**src/rtl/core/pcsp_pkg.sv**
```systemverilog
package pcsp_pkg;

	localparam int ADDR_BITS     = 48;
	localparam int TABLE_ENTRIES = 256;
	localparam int IDX_W         = $clog2(TABLE_ENTRIES);
	localparam int STRIDE_W      = ADDR_BITS + 1;
	localparam int CONF_W        = 2;
	localparam int SHIFT_W       = 4;

	localparam logic [CONF_W-1:0]  CONF_MAX           = 2'd3;
	localparam logic [SHIFT_W-1:0] LINE_SIZE_LOG2_RST = 4'd6;

	// one input beat
	typedef struct packed {
		logic [ADDR_BITS-1:0] access_addr;
		logic [ADDR_BITS-1:0] access_pc;
		logic                 is_prefetch;
	} access_t;

	// one result beat
	typedef struct packed {
		logic [ADDR_BITS-1:0] prefetch_addr;
		logic [ADDR_BITS-1:0] origin_pc;
	} prefetch_t;

	// one table entry
	typedef struct packed {
		logic [ADDR_BITS-1:0] tag_pc;
		logic [ADDR_BITS-1:0] prev_line;
		logic [STRIDE_W-1:0]  stride;
		logic [CONF_W-1:0]    conf;
	} entry_t;

	// confident entry handed to the address stage
	typedef struct packed {
		logic                 go;
		logic [ADDR_BITS-1:0] line;
		logic [STRIDE_W-1:0]  stride;
		logic [ADDR_BITS-1:0] pc;
	} issue_req_t;

endpackage

```
**src/rtl/core/pcsp_issue.sv**
```systemverilog
module pcsp_issue
	import pcsp_pkg::*;
(
	input  logic               clk,
	input  logic               arst_n,
	input  issue_req_t         req,
	input  logic [SHIFT_W-1:0] shamt,
	output logic               done,
	output prefetch_t          result
);

	logic                 go_s2;
	logic [ADDR_BITS-1:0] line_s2;
	logic [STRIDE_W-1:0]  stride_s2;
	logic [ADDR_BITS-1:0] pc_s2;
	logic                 go_s3;
	logic [ADDR_BITS-1:0] sum_s3;
	logic [ADDR_BITS-1:0] pc_s3;
	logic                 done_q;
	prefetch_t            result_q;

	logic [STRIDE_W-1:0]  mag;
	logic                 neg;
	logic [ADDR_BITS-1:0] sum;

	// control valids
	always_ff @(posedge clk or negedge arst_n) begin
		if (!arst_n) begin
			go_s2  <= 1'b0;
			go_s3  <= 1'b0;
			done_q <= 1'b0;
		end else begin
			go_s2  <= req.go;
			go_s3  <= go_s2 & ~neg;
			done_q <= go_s3;
		end
	end

	// next line and underflow check
	always_comb begin
		mag = '0 - stride_s2;
		neg = stride_s2[STRIDE_W-1] && (mag > {1'b0, line_s2});
		sum = line_s2 + stride_s2[ADDR_BITS-1:0];
	end

	// payload stages, line back to byte address
	always_ff @(posedge clk) begin
		line_s2   <= req.line;
		stride_s2 <= req.stride;
		pc_s2     <= req.pc;
		sum_s3    <= sum;
		pc_s3     <= pc_s2;
		result_q.prefetch_addr <= sum_s3 << shamt;
		result_q.origin_pc     <= pc_s3;
	end

	assign done   = done_q;
	assign result = result_q;

endmodule

```
**config.mk**
```make
export PLATFORM = sky130hd
export DESIGN_NAME = pcsp_issue
export DESIGN_NICKNAME = d
export VERILOG_FILES = /design/src/rtl/core/pcsp_pkg.sv /design/src/rtl/core/pcsp_issue.sv
export SDC_FILE = /design/constraint.sdc
export NUM_CORES = 1
export LEC_CHECK = 0
export BUFFER_PORTS_ARGS = -buffer_cell sky130_fd_sc_hd__clkbuf_2
export CORE_ASPECT_RATIO = 0.75
export CORE_MARGIN = 3
export CORE_UTILIZATION = 55
export DETAILED_ROUTE_END_ITERATION = 6
export GPL_ROUTABILITY_DRIVEN = 1
export PLACE_DENSITY = 0.76
export SLEW_MARGIN = 10
export SYNTH_ARGS = -nofsm -noshare
export SYNTH_HDL_FRONTEND = slang
export SYNTH_SLANG_ARGS = --single-unit
export TNS_END_PERCENT = 5
```
**constraint.sdc**
```tcl
create_clock -name clk -period 5.01 [get_ports clk]
set_input_delay 0 -clock clk [delete_from_list [all_inputs] [get_ports clk]]
set_output_delay 0 -clock clk [all_outputs]
set_load 0.02 [all_outputs]
```
==> flow_results.xml, run 1 <==
<?xml version="1.0" encoding="UTF-8"?>
<metrics>
  <group name="setup_path">
    <metric name="regToRegSetupSlack" unit="ns">0.56</metric>
    <metric name="worstReg2RegEnd" unit="">go_s3$_DFF_PN0_</metric>
    <metric name="required_worst_endpoint" unit="ns">5.48</metric>
    <metric name="crit_slowest_cell" unit="">sky130_fd_sc_hd__or4_4</metric>
    <metric name="critical-path-max-stage-delay" unit="ns">0.58</metric>
    <metric name="rr_startpoint" unit="">stride_s2[4]$_DFF_P_</metric>
    <metric name="cp_cell_sequence" unit="">or4_4 -&gt; nor3_4 -&gt; nand2b_1 -&gt; nand2b_4 -&gt; nand2b_4 -&gt; or2_1 -&gt; or4_4 -&gt; nor4_4 -&gt; xnor2_1 -&gt; ha_1 -&gt; nand3_1 -&gt; nor4_1 -&gt; nand4_1 -&gt; or3_1 -&gt; a31oi_1</metric>
    <metric name="cp.arrival" unit="ns">4.93</metric>
    <metric name="critical_path.max_fanout" unit="">6</metric>
    <metric name="reg2regPathDepth" unit="">15</metric>
    <metric name="startpoint_type" unit="">flip-flop</metric>
    <metric name="type_of_destination_of_the_critical_path" unit="">flip-flop</metric>
    <metric name="crit_type" unit="">flip-flop to flip-flop</metric>
  </group>
  <group name="logic_synthesis">
    <metric name="combined_area_of_all_synthesized_cells" unit="mm²">0.0135</metric>
    <metric name="synth-edff-count" unit="">0</metric>
    <metric name="synth_fp_nets" unit="">1487</metric>
    <metric name="synth_sequential_area_ratio" unit="%">50.5</metric>
    <metric name="yosys_register_bits" unit="">340</metric>
    <metric name="synthDistinctLibCells" unit="">64</metric>
    <metric name="cell_count_after_synthesis" unit="">1238</metric>
    <metric name="syn_area_per_cell" unit="µm²">10.9</metric>
    <metric name="synth-async-reset-ratio" unit="%">0.882</metric>
    <metric name="dominantRegCellSynth" unit="">sky130_fd_sc_hd__dfxtp_1</metric>
    <metric name="ys_warn_count" unit="">0</metric>
  </group>
  <group name="die">
    <metric name="fp.coreArea" unit="mm²">0.0241</metric>
    <metric name="die_w" unit="µm">187</metric>
    <metric name="design.die.area" unit="mm²">0.0265</metric>
    <metric name="ios" unit="">249</metric>
    <metric name="floorplan.initialDensity" unit="%">56.1</metric>
    <metric name="placementRows" unit="">49</metric>
    <metric name="die_y_extent" unit="µm">142</metric>
  </group>
  <group name="min_path">
    <metric name="holdPathStages" unit="">2</metric>
    <metric name="hold_class" unit="">input pin to flip-flop</metric>
    <metric name="worst_hold_startpoint" unit="">req[58]</metric>
    <metric name="timing.hold.worst_endpoint" unit="">stride_s2[10]$_DFF_P_</metric>
  </group>
  <group name="grt">
    <metric name="pin_count_of_the_biggest_net_entering_global_routing" unit="">63</metric>
    <metric name="grt_remaining_overflow" unit="">0</metric>
    <metric name="first_global_vias" unit="">10232</metric>
    <metric name="grt_pass1_wl" unit="µm">53600</metric>
    <metric name="globalRouteTotalUtil" unit="%">24.6</metric>
    <metric name="number_of_antenna_violations_at_the_first_check_in_global_routing" unit="">1</metric>
  </group>
  <group name="sta">
    <metric name="timing_worst_slew_pin_value" unit="ns">0.768</metric>
    <metric name="min_period" unit="ns">4.45</metric>
    <metric name="fin_tns_setup" unit="ns">0</metric>
    <metric name="rsz_0062_raised_after_global_routing" unit="">false</metric>
    <metric name="slew_violations" unit="">0</metric>
    <metric name="slew_headroom" unit="%">48.7</metric>
    <metric name="setup-violations-final" unit="">0</metric>
    <metric name="max_clock_freq" unit="GHz">0.225</metric>
    <metric name="fin_crit_sh" unit="%">88.9</metric>
    <metric name="total_count_of_hold_check_failures_in_the_final_report" unit="">0</metric>
    <metric name="timing.clock.skew" unit="ns">0.0246</metric>
  </group>
  <group name="clock_tree">
    <metric name="clockBufferDepth" unit="">3</metric>
    <metric name="clock_tree.root_cell" unit="">sky130_fd_sc_hd__clkbuf_16</metric>
    <metric name="cts-buffers-inserted" unit="">30</metric>
    <metric name="worst_skew_pair.late_latency" unit="ns">0.55</metric>
    <metric name="tritoncts" unit="">built</metric>
    <metric name="clock_sink_count" unit="">340</metric>
    <metric name="clk_pin_slew" unit="ns">0.07</metric>
    <metric name="cts_htree_levels" unit="">1</metric>
  </group>
  <group name="placed_design">
    <metric name="hpwl" unit="µm">23300</metric>
    <metric name="gp_routability_congestion" unit="">0.916</metric>
    <metric name="placedInstanceArea" unit="mm²">0.0150</metric>
    <metric name="numPortBuffers" unit="">248</metric>
    <metric name="dp.cells" unit="">1782</metric>
  </group>
  <group name="cells_and_area">
    <metric name="layout-drive-gt1-share" unit="%">22.0</metric>
    <metric name="multi_input_combinational_cell_area" unit="mm²">0.00627</metric>
    <metric name="mostFrequentLayoutCell" unit="">sky130_fd_sc_hd__dfxtp_1</metric>
    <metric name="fin_nets" unit="">1880</metric>
    <metric name="insertedDiodeCount" unit="">0</metric>
    <metric name="layout.core_utilization" unit="%">72.8</metric>
    <metric name="seqCellArea" unit="mm²">0.00682</metric>
    <metric name="finalNonFillerCells" unit="">1984</metric>
    <metric name="syn2layout_area_growth" unit="%">29.7</metric>
    <metric name="final_non_filler_cell_area" unit="mm²">0.0175</metric>
    <metric name="nFillCells" unit="">1658</metric>
    <metric name="layout.cells.most_common_list" unit="">337 x sky130_fd_sc_hd__dfxtp_1, 248 x sky130_fd_sc_hd__clkbuf_2, 148 x sky130_fd_sc_hd__dlygate4sd3_1</metric>
  </group>
  <group name="routing">
    <metric name="totalWireLength" unit="µm">33300</metric>
    <metric name="vias_per_cell" unit="">5.28</metric>
    <metric name="detail_route.drc_violations" unit="">0</metric>
    <metric name="drtIter0Drc" unit="">692</metric>
    <metric name="drt-wirelength-per-cell" unit="µm">16.8</metric>
    <metric name="dr_total_vias" unit="">10473</metric>
    <metric name="final_antenna_net_count" unit="">0</metric>
    <metric name="drt-pass1-iter-count" unit="">5</metric>
  </group>
  <group name="pwr">
    <metric name="p_leak" unit="nW">7.96</metric>
    <metric name="power.total" unit="W">0.00684</metric>
    <metric name="vdd_ir_drop_max" unit="mV">0.299</metric>
    <metric name="power-per-cell-area" unit="mW/mm²">390</metric>
  </group>
  <group name="status">
    <metric name="run_status" unit="">finished clean</metric>
  </group>
  <group name="run">
    <metric name="timing.max_cap.violations" unit="">0</metric>
  </group>
</metrics>
critical path, delay by kind of cell, from the launching register on:
family | cells | cell delay, ns
AOI/OAI and AO/OA | 1 | 0.17
xor gates and xnor gates | 1 | 0.10
adders and majority gates | 1 | 0.29
DFF | 1 | 0.35
and+or+nand+nor | 12 | 3.46
how the worst max path moves through the flow:
stage                     slack, ns         endpoint                 start
final                          0.56  go_s3$_DFF_PN0_  stride_s2[4]$_DFF_P_
after global routing           0.28  go_s3$_DFF_PN0_  stride_s2[6]$_DFF_P_
after CTS                      0.56  go_s3$_DFF_PN0_  stride_s2[4]$_DFF_P_
after detailed placement       0.61  go_s3$_DFF_PN0_  stride_s2[4]$_DFF_P_
after global placement         0.75  go_s3$_DFF_PN0_  stride_s2[4]$_DFF_P_
after floorplan                 1.0  go_s3$_DFF_PN0_  stride_s2[4]$_DFF_P_
timing repair:
action                                  4_1_cts  5_1_grt
endpoints found under the setup margin        0        0
gates resized for setup                       0        0
hold endpoints to repair                    149        0
setup buffers                                 0        0
hold buffers                                148        0
registers in the layout (all words and copies together) (netlist names):
register   cells
result        96
stride_s2     49
line_s2       48
pc_s2         48
pc_s3         48
sum_s3        48
done           1
go_s2          1
go_s3          1
final cells by class:
type	count	area share, %
inverters	69	1.48
clock buffers	40	4.96
well taps	331	2.36
clock inverters	14	0.806
repair buffers	401	15.7
flip-flops and latches	340	38.9
multi-input cells	789	35.8
power breakdown:
group	switching (W)	internal, W	total [W]
logic	0.000728	0.000615	0.00134
clock network	0.00100	0.00133	0.00233
registers	0.000175	0.00299	0.00317
Yosys cell counts, types with 3 or more instances:
cell	count	share of area, %
sky130_fd_sc_hd__a211oi_1	18	1.0
sky130_fd_sc_hd__a21o_1	33	1.8
sky130_fd_sc_hd__a21oi_1	80	3.0
sky130_fd_sc_hd__a31oi_1	10	0.46
sky130_fd_sc_hd__and2_1	5	0.23
sky130_fd_sc_hd__buf_1	11	0.31
sky130_fd_sc_hd__clkbuf_1	27	0.75
sky130_fd_sc_hd__dfrtp_1	3	0.56
sky130_fd_sc_hd__dfxtp_1	337	50
sky130_fd_sc_hd__ha_1	96	8.9
sky130_fd_sc_hd__inv_1	68	1.9
sky130_fd_sc_hd__mux2_2	6	0.50
sky130_fd_sc_hd__mux2i_1	45	3.3
sky130_fd_sc_hd__mux4_2	39	6.5
sky130_fd_sc_hd__nand2_1	80	2.2
sky130_fd_sc_hd__nand2b_1	14	0.65
sky130_fd_sc_hd__nand3_1	13	0.48
sky130_fd_sc_hd__nand4_1	19	0.88
sky130_fd_sc_hd__nor2_1	65	1.8
sky130_fd_sc_hd__nor2b_1	19	0.88
sky130_fd_sc_hd__nor3_1	27	1.0
sky130_fd_sc_hd__nor3b_1	3	0.17
sky130_fd_sc_hd__nor4_1	10	0.46
sky130_fd_sc_hd__o211ai_1	6	0.33
sky130_fd_sc_hd__o21a_1	4	0.22
sky130_fd_sc_hd__o21ai_0	45	1.7
sky130_fd_sc_hd__o21ai_1	3	0.11
sky130_fd_sc_hd__o21bai_1	8	0.44
sky130_fd_sc_hd__o221ai_1	3	0.19
sky130_fd_sc_hd__o22ai_1	6	0.28
sky130_fd_sc_hd__o31ai_1	3	0.17
sky130_fd_sc_hd__or2_2	3	0.14
sky130_fd_sc_hd__or3_1	3	0.14
sky130_fd_sc_hd__xnor2_1	56	3.6
sky130_fd_sc_hd__xor2_1	32	2.1
cells by family (layout without fill, tap and decap cells):
family | count (synthesis) | after routing | synth area share [%]
xor gates and xnor gates | 88 | 88 | 5.70
buffers and inverters | 109 | 524 | 3.14
AOI/OAI and AO/OA | 234 | 234 | 10.7
DFF | 340 | 340 | 50.5
muxes | 90 | 90 | 10.3
and+or+nand+nor | 280 | 280 | 10.7
adders and majority gates | 97 | 97 | 9.04
per-layer routing:
| metal | global-route usage (%) | vias to the layer above | share of wire, % |
|---|---|---|---|
| met4 | 3.94 | 0 | 1.6 |
| met1 | 36.5 | 4848 | 48 |
| met2 | 38.3 | 436 | 44 |
| li1 | - | 5150 | - |
| met5 | 0 | - | 0 |
| met3 | 4.62 | 39 | 6.9 |
through the flow:
stage | hold slack [ns] | setup slack [ns]
after floorplan | -0.296 | 0.997
after global placement | -0.196 | 0.749
after detailed placement | -0.194 | 0.607
after CTS | 0.0525 | 0.563
after global routing | 0.0736 | 0.281
final | 0.0885 | 0.556
Note: power is estimated with default switching activity, not from simulation.
==> inputs of run 2 (changes only) <==
ABC_AREA = 1   (was default)
PLACE_DENSITY = 0.75   (was 0.76)
==> run 2 against run 1 <==
Net effect: die area is 8.2% higher; power decreased by 0.23%; register-to-register slack gained 0.80 ns; core utilization shrank 1.1 points; cell area up 6.7%; sequential share of layout area fell by 2.4 points; setup slack better by 0.80 ns; sequential power down 2%; largest power group unchanged; combinational power decreased by 3%; via count increased by 31%; sequential cell count is the same; critical endpoint unchanged; synthesized area is 8.5% higher.
==> flow_results.xml, run 2 <==
<?xml version="1.0" encoding="UTF-8"?>
<metrics>
  <group name="routing">
    <metric name="vias_per_cell" unit="">5.29</metric>
    <metric name="final_antenna_net_count" unit="">0</metric>
    <metric name="drt-wirelength-per-cell" unit="µm">17.8</metric>
    <metric name="totalWireLength" unit="µm">46200</metric>
    <metric name="drtIter0Drc" unit="">1161</metric>
    <metric name="dr_total_vias" unit="">13707</metric>
    <metric name="detail_route.drc_violations" unit="">0</metric>
    <metric name="drt-pass1-iter-count" unit="">6</metric>
  </group>
  <group name="grt">
    <metric name="number_of_antenna_violations_at_the_first_check_in_global_routing" unit="">0</metric>
    <metric name="globalRouteTotalUtil" unit="%">31.3</metric>
    <metric name="pin_count_of_the_biggest_net_entering_global_routing" unit="">54</metric>
    <metric name="grt_pass1_wl" unit="µm">71700</metric>
    <metric name="first_global_vias" unit="">13210</metric>
    <metric name="grt_remaining_overflow" unit="">0</metric>
  </group>
  <group name="logic_synthesis">
    <metric name="synth_area_leaders" unit="">sky130_fd_sc_hd__dfxtp_1 46%, sky130_fd_sc_hd__nand2_1 11%, sky130_fd_sc_hd__ha_1 8.2%, sky130_fd_sc_hd__inv_1 5.3%, sky130_fd_sc_hd__o21ai_0 4.9%</metric>
    <metric name="synth-async-reset-ratio" unit="%">0.882</metric>
    <metric name="synthDistinctLibCells" unit="">46</metric>
    <metric name="yosys_register_bits" unit="">340</metric>
    <metric name="synth-edff-count" unit="">0</metric>
    <metric name="synth_common_cells" unit="">432 x sky130_fd_sc_hd__nand2_1, 337 x sky130_fd_sc_hd__dfxtp_1, 206 x sky130_fd_sc_hd__inv_1</metric>
    <metric name="synth_fp_nets" unit="">2084</metric>
    <metric name="synth_sequential_area_ratio" unit="%">46.5</metric>
    <metric name="yosysMostFrequentCell" unit="">sky130_fd_sc_hd__nand2_1</metric>
    <metric name="dominantRegCellSynth" unit="">sky130_fd_sc_hd__dfxtp_1</metric>
    <metric name="cell_count_after_synthesis" unit="">1835</metric>
    <metric name="synth.top_cell.area_share" unit="%">46.0</metric>
    <metric name="synth.largest_area_cell" unit="">sky130_fd_sc_hd__dfxtp_1</metric>
    <metric name="combined_area_of_all_synthesized_cells" unit="mm²">0.0147</metric>
    <metric name="syn_area_per_cell" unit="µm²">7.99</metric>
    <metric name="ys_warn_count" unit="">0</metric>
  </group>
  <group name="die">
    <metric name="ios" unit="">249</metric>
    <metric name="die_w" unit="µm">195</metric>
    <metric name="fp.coreArea" unit="mm²">0.0261</metric>
    <metric name="floorplan.initialDensity" unit="%">56.2</metric>
    <metric name="placementRows" unit="">51</metric>
    <metric name="die_y_extent" unit="µm">147</metric>
    <metric name="design.die.area" unit="mm²">0.0287</metric>
  </group>
  <group name="clock_tree">
    <metric name="cts_htree_levels" unit="">1</metric>
    <metric name="clock_tree.root_cell" unit="">sky130_fd_sc_hd__clkbuf_16</metric>
    <metric name="clk_pin_slew" unit="ns">0.07</metric>
    <metric name="clock_sink_count" unit="">340</metric>
    <metric name="worst_skew_pair.late_latency" unit="ns">0.59</metric>
    <metric name="tritoncts" unit="">built</metric>
    <metric name="clockBufferDepth" unit="">3</metric>
    <metric name="cts-buffers-inserted" unit="">30</metric>
  </group>
  <group name="cells_and_area">
    <metric name="final_non_filler_cell_area" unit="mm²">0.0187</metric>
    <metric name="fin_nets" unit="">2474</metric>
    <metric name="number_of_flip_flops_under_the_largest_register_name" unit="">96</metric>
    <metric name="mostFrequentLayoutCell" unit="">sky130_fd_sc_hd__nand2_1</metric>
    <metric name="insertedDiodeCount" unit="">0</metric>
    <metric name="syn2layout_area_growth" unit="%">27.6</metric>
    <metric name="layout-drive-gt1-share" unit="%">14.8</metric>
    <metric name="layout.core_utilization" unit="%">71.7</metric>
    <metric name="layout.cells.most_common_list" unit="">432 x sky130_fd_sc_hd__nand2_1, 337 x sky130_fd_sc_hd__dfxtp_1, 248 x sky130_fd_sc_hd__clkbuf_2</metric>
  </group>
  <group name="sta">
    <metric name="timing.clock.skew" unit="ns">0.0284</metric>
    <metric name="fin_crit_sh" unit="%">73.0</metric>
    <metric name="timing_worst_slew_pin_value" unit="ns">1.06</metric>
    <metric name="total_count_of_hold_check_failures_in_the_final_report" unit="">0</metric>
    <metric name="fin_tns_setup" unit="ns">0</metric>
    <metric name="setup-violations-final" unit="">0</metric>
    <metric name="rsz_0062_raised_after_global_routing" unit="">false</metric>
    <metric name="max_clock_freq" unit="GHz">0.273</metric>
    <metric name="slew_headroom" unit="%">28.8</metric>
    <metric name="slew_violations" unit="">0</metric>
    <metric name="min_period" unit="ns">3.66</metric>
  </group>
  <group name="setup_path">
    <metric name="cp.arrival" unit="ns">4.17</metric>
    <metric name="critical_path.max_fanout" unit="">3</metric>
    <metric name="rr_startpoint" unit="">stride_s2[1]$_DFF_P_</metric>
    <metric name="regToRegSetupSlack" unit="ns">1.35</metric>
    <metric name="crit_type" unit="">flip-flop to flip-flop</metric>
    <metric name="type_of_destination_of_the_critical_path" unit="">flip-flop</metric>
    <metric name="reg2regPathDepth" unit="">18</metric>
    <metric name="worstReg2RegEnd" unit="">go_s3$_DFF_PN0_</metric>
    <metric name="startpoint_type" unit="">flip-flop</metric>
    <metric name="required_worst_endpoint" unit="ns">5.52</metric>
  </group>
  <group name="min_path">
    <metric name="hold_class" unit="">input pin to flip-flop</metric>
    <metric name="holdPathStages" unit="">2</metric>
    <metric name="timing.hold.worst_endpoint" unit="">stride_s2[42]$_DFF_P_</metric>
    <metric name="worst_hold_startpoint" unit="">req[90]</metric>
  </group>
  <group name="run">
    <metric name="timing.max_cap.violations" unit="">0</metric>
  </group>
  <group name="placed_design">
    <metric name="placedInstanceArea" unit="mm²">0.0162</metric>
    <metric name="numPortBuffers" unit="">248</metric>
    <metric name="gp_routability_congestion" unit="">0.982</metric>
    <metric name="hpwl" unit="µm">33300</metric>
  </group>
  <group name="pwr">
    <metric name="p_leak" unit="nW">9.01</metric>
    <metric name="vdd_ir_drop_max" unit="mV">0.388</metric>
    <metric name="power-per-cell-area" unit="mW/mm²">365</metric>
  </group>
  <group name="status">
    <metric name="run_status" unit="">finished clean</metric>
  </group>
</metrics>
run 2: how the worst max path moves through the flow:
| stage | from | endpoint | slack [ns] | cells after the start |
|---|---|---|---|---|
| detailed placement | stride_s2[1]$_DFF_P_ | go_s3$_DFF_PN0_ | 1.44 | 18 |
| global route | stride_s2[1]$_DFF_P_ | go_s3$_DFF_PN0_ | 1.09 | 18 |
| floorplan | stride_s2[1]$_DFF_P_ | go_s3$_DFF_PN0_ | 2.31 | 19 |
| finish | stride_s2[1]$_DFF_P_ | go_s3$_DFF_PN0_ | 1.35 | 18 |
| CTS | stride_s2[1]$_DFF_P_ | go_s3$_DFF_PN0_ | 1.41 | 18 |
| global placement | stride_s2[1]$_DFF_P_ | go_s3$_DFF_PN0_ | 1.57 | 18 |
run 2: logic make-up after synthesis:
logic type                 after synthesis  synth area share [%]
xor gates and xnor gates                83                  4.96
AOI/OAI and AO/OA                      296                  11.0
muxes                                    5                 0.341
adders and majority gates               97                  8.33
DFF                                    340                  46.5
and+or+nand+nor                        768                  22.5
buffers and inverters                  246                  6.35
run 2: final cells by class:
| type | instances | area [µm²] |
|---|---|---|
| Timing Repair Buffer | 397 | 2730 |
| Multi-Input combinational cell | 1249 | 6910 |
| Clock inverter | 17 | 216 |
| Tap cell | 344 | 430 |
| Sequential cell | 340 | 6820 |
| Clock buffer | 38 | 821 |
| Inverter | 207 | 777 |
| Fill cell | 1997 | 7390 |
run 2: stage by stage:
step / total power (W) / hold slack, ns / std cells / setup slack (ns)
global placement: 0.00430 / -0.181 / 2389 / 1.57
floorplan: 0.00390 / -0.296 / 1835 / 2.31
detailed placement: 0.00431 / -0.186 / 2389 / 1.44
finish: 0.00683 / 0.0442 / 2592 / 1.35
CTS: 0.00680 / 0.0173 / 2592 / 1.41
global route: 0.00710 / 0.0354 / 2592 / 1.09
run 2: repair_timing:
| item | in CTS | in global routing |
|---|---|---|
| hold buffers | 148 | 0 |
| hold endpoints to repair | 149 | 0 |
| resized for setup | 0 | 0 |
| setup endpoints to repair | 0 | 0 |
| setup buffers | 0 | 0 |
run 2: where the power goes:
| part | total (W) | switching (W) | internal, W |
|---|---|---|---|
| sequential | 0.00310 | 0.000134 | 0.00296 |
| clock | 0.00243 | 0.00105 | 0.00137 |
| combinational | 0.00130 | 0.000820 | 0.000484 |
run 2: critical path, stage by stage (launching register included):
cell	delay, ns
sky130_fd_sc_hd__dfxtp_1	0.32
sky130_fd_sc_hd__inv_1	0.14
sky130_fd_sc_hd__ha_1	0.26
sky130_fd_sc_hd__nand2_1	0.10
sky130_fd_sc_hd__nor2_1	0.12
sky130_fd_sc_hd__nand2_1	0.09
sky130_fd_sc_hd__nor4_1	0.78
sky130_fd_sc_hd__nand3_1	0.15
sky130_fd_sc_hd__nor2_1	0.16
sky130_fd_sc_hd__xor2_1	0.15
sky130_fd_sc_hd__inv_1	0.06
sky130_fd_sc_hd__ha_1	0.28
sky130_fd_sc_hd__nand2_1	0.07
sky130_fd_sc_hd__nor2_1	0.20
sky130_fd_sc_hd__nand4_1	0.13
sky130_fd_sc_hd__nor3_1	0.17
sky130_fd_sc_hd__and3_1	0.19
sky130_fd_sc_hd__a21oi_1	0.07
sky130_fd_sc_hd__a21oi_1	0.14
run 2: per-layer routing:
| metal | wire length, µm | vias to the layer above | track usage, % | share of wire, % |
|---|---|---|---|---|
| li1 | - | 6747 | - | - |
| met4 | 1100 | 0 | 7.25 | 2.4 |
| met1 | 20600 | 6262 | 43.4 | 45 |
| met2 | 21000 | 604 | 51.7 | 45 |
| met5 | 0 | - | 0 | 0 |
| met3 | 3570 | 94 | 5.15 | 7.7 |
==> inputs of run 3 (changes only) <==
clock period = 3.6 ns   (was 5.01 ns; I/O delays follow)
==> run 3 against run 2 <==
Net effect: final cell count grew 0.42%; die area is the same; sequential share of layout area shrank 0.22 points.
==> flow_results.xml, run 3 (synthesis gave the netlist of run 2 again) <==
<?xml version="1.0" encoding="UTF-8"?>
<metrics>
  <group name="setup_path">
    <metric name="startpoint_type" unit="">flip-flop</metric>
    <metric name="critical_path.max_fanout" unit="">5</metric>
    <metric name="required_worst_endpoint" unit="ns">4.10</metric>
    <metric name="cp.arrival" unit="ns">3.84</metric>
    <metric name="type_of_destination_of_the_critical_path" unit="">flip-flop</metric>
    <metric name="critical-path-max-stage-delay" unit="ns">0.32</metric>
    <metric name="crit_type" unit="">flip-flop to flip-flop</metric>
    <metric name="cp_cell_sequence" unit="">inv_1 -&gt; ha_4 -&gt; nand2_2 -&gt; nor2_1 -&gt; nand4_1 -&gt; nor3_4 -&gt; nand4_1 -&gt; buf_4 -&gt; nor2_1 -&gt; xor2_1 -&gt; inv_1 -&gt; ha_1 -&gt; nand2_1 -&gt; nor2_1 -&gt; nand4_1 -&gt; nor4_2 -&gt; and3_1 -&gt; a21oi_1 -&gt; a21oi_1</metric>
    <metric name="crit_slowest_cell" unit="">sky130_fd_sc_hd__dfxtp_1</metric>
  </group>
  <group name="sta">
    <metric name="worst_setup_margin" unit="ns">0.262</metric>
    <metric name="setup-violations-final" unit="">0</metric>
    <metric name="max_clock_freq" unit="GHz">0.300</metric>
    <metric name="timing.hold.ws" unit="ns">0.0361</metric>
    <metric name="total_count_of_hold_check_failures_in_the_final_report" unit="">0</metric>
    <metric name="fin_crit_sh" unit="%">92.7</metric>
    <metric name="timing.clock.skew" unit="ns">0.0118</metric>
    <metric name="slew_headroom" unit="%">44.6</metric>
    <metric name="timing_worst_slew_pin_value" unit="ns">0.830</metric>
    <metric name="fin_tns_setup" unit="ns">0</metric>
    <metric name="min_period" unit="ns">3.34</metric>
    <metric name="rsz_0062_raised_after_global_routing" unit="">false</metric>
    <metric name="slew_violations" unit="">0</metric>
  </group>
  <group name="placed_design">
    <metric name="gp_routability_congestion" unit="">1.00</metric>
    <metric name="hpwl" unit="µm">33400</metric>
    <metric name="numPortBuffers" unit="">248</metric>
    <metric name="preCtsSetupSlack" unit="ns">0.146</metric>
    <metric name="placedInstanceArea" unit="mm²">0.0162</metric>
  </group>
  <group name="pwr">
    <metric name="vdd_ir_drop_max" unit="mV">0.689</metric>
    <metric name="power.total" unit="W">0.00939</metric>
    <metric name="p_leak" unit="nW">9.10</metric>
    <metric name="power-per-cell-area" unit="mW/mm²">499</metric>
  </group>
  <group name="clock_tree">
    <metric name="tritoncts" unit="">built</metric>
    <metric name="clock_tree.root_cell" unit="">sky130_fd_sc_hd__clkbuf_16</metric>
    <metric name="cts-buffers-inserted" unit="">30</metric>
    <metric name="worst_skew_pair.late_latency" unit="ns">0.58</metric>
    <metric name="cts_htree_levels" unit="">1</metric>
    <metric name="clock_sink_count" unit="">340</metric>
    <metric name="clockBufferDepth" unit="">3</metric>
    <metric name="clk_pin_slew" unit="ns">0.07</metric>
  </group>
  <group name="cells_and_area">
    <metric name="fin_nets" unit="">2486</metric>
    <metric name="mostFrequentLayoutCell" unit="">sky130_fd_sc_hd__nand2_1</metric>
    <metric name="syn2layout_area_growth" unit="%">28.4</metric>
    <metric name="layout.cells.most_common_list" unit="">432 x sky130_fd_sc_hd__nand2_1, 337 x sky130_fd_sc_hd__dfxtp_1, 248 x sky130_fd_sc_hd__clkbuf_2</metric>
    <metric name="layout-drive-gt1-share" unit="%">15.2</metric>
    <metric name="number_of_flip_flops_under_the_largest_register_name" unit="">96</metric>
    <metric name="final_non_filler_cell_area" unit="mm²">0.0188</metric>
  </group>
  <group name="die">
    <metric name="fp.coreArea" unit="mm²">0.0261</metric>
    <metric name="ios" unit="">249</metric>
    <metric name="placementRows" unit="">51</metric>
    <metric name="design.die.area" unit="mm²">0.0287</metric>
    <metric name="die_y_extent" unit="µm">147</metric>
    <metric name="floorplan.initialDensity" unit="%">56.2</metric>
    <metric name="die_w" unit="µm">195</metric>
  </group>
  <group name="run">
    <metric name="timing.max_cap.violations" unit="">0</metric>
  </group>
  <group name="grt">
    <metric name="grt_pass1_wl" unit="µm">70800</metric>
    <metric name="grt_remaining_overflow" unit="">0</metric>
    <metric name="pin_count_of_the_biggest_net_entering_global_routing" unit="">53</metric>
    <metric name="globalRouteTotalUtil" unit="%">30.8</metric>
    <metric name="first_global_vias" unit="">13324</metric>
    <metric name="number_of_antenna_violations_at_the_first_check_in_global_routing" unit="">0</metric>
  </group>
  <group name="routing">
    <metric name="vias_per_cell" unit="">5.25</metric>
    <metric name="detail_route.drc_violations" unit="">0</metric>
    <metric name="drt-pass1-iter-count" unit="">6</metric>
    <metric name="drt-wirelength-per-cell" unit="µm">17.4</metric>
    <metric name="totalWireLength" unit="µm">45300</metric>
    <metric name="dr_total_vias" unit="">13677</metric>
    <metric name="drtIter0Drc" unit="">1182</metric>
    <metric name="final_antenna_net_count" unit="">0</metric>
  </group>
  <group name="status">
    <metric name="run_status" unit="">finished clean</metric>
  </group>
  <group name="min_path">
    <metric name="hold_class" unit="">input pin to flip-flop</metric>
  </group>
</metrics>
-- run 3: layout make-up --
| type | count | area, µm² |
|---|---|---|
| flip-flops and latches | 340 | 6820 |
| multi-input cells | 1249 | 6960 |
| clock buffers | 40 | 828 |
| repair buffers | 409 | 2820 |
| diodes | 1 | 2.50 |
| fillers | 2004 | 7280 |
| clock inverters | 13 | 179 |
| inverters | 207 | 777 |
| well taps | 344 | 430 |
-- run 3: worst paths after layout --
path / from / to / slack [ns] / cells past startpoint
worst min register to register: pc_s2[40]$_DFF_P_ / pc_s3[40]$_DFF_P_ / 0.32 / 0
min in group asynchronous: arst_n / go_s3$_DFF_PN0_ / 0.39 / 3
worst max register to register: stride_s2[0]$_DFF_P_ / go_s3$_DFF_PN0_ / 0.26 / 19
worst max-delay path: stride_s2[0]$_DFF_P_ / go_s3$_DFF_PN0_ / 0.26 / 19
worst min-delay path: shamt[2] / result[49]$_SDFF_PP0_ / 0.04 / 4
max in group asynchronous: arst_n / go_s2$_DFF_PN0_ / 3.02 / 3
-- run 3: per-layer routing --
layer	GRT usage, %	wire length [µm]
met4	7.21	1030
met3	6.40	3600
met5	0	0
met1	42.1	20200
met2	50.5	20500
-- run 3: worst max-delay path: cells and delay by family (launching register included) --
| family | cells | cell delay (ns) |
|---|---|---|
| xor+xnor | 1 | 0.16 |
| flops | 1 | 0.32 |
| simple gates | 11 | 1.71 |
| buf+inv | 3 | 0.38 |
| compound gates | 2 | 0.22 |
| fa+ha+maj | 2 | 0.46 |
-- run 3: through the flow --
stage / util, % / std cells
floorplan: - / 1835
global placement: 62.2 / 2396
detailed placement: 62.2 / 2396
CTS: 71.8 / 2598
global route: 72.1 / 2602
finish: 72.1 / 2603
-- run 3: timing repair --
action / CTS / global route
setup endpoints to repair: 0 / 1
hold endpoints to repair: 150 / 0
gates resized for setup: 0 / 9
hold buffers: 149 / 0
setup buffers: 0 / 4
-- run 3: power breakdown --
| part | internal (W) | leakage (nW) | switching (W) |
|---|---|---|---|
| Clock | 0.00184 | 0.485 | 0.00142 |
| Sequential | 0.00412 | 2.88 | 0.000182 |
| Combinational | 0.000682 | 5.74 | 0.00114 |
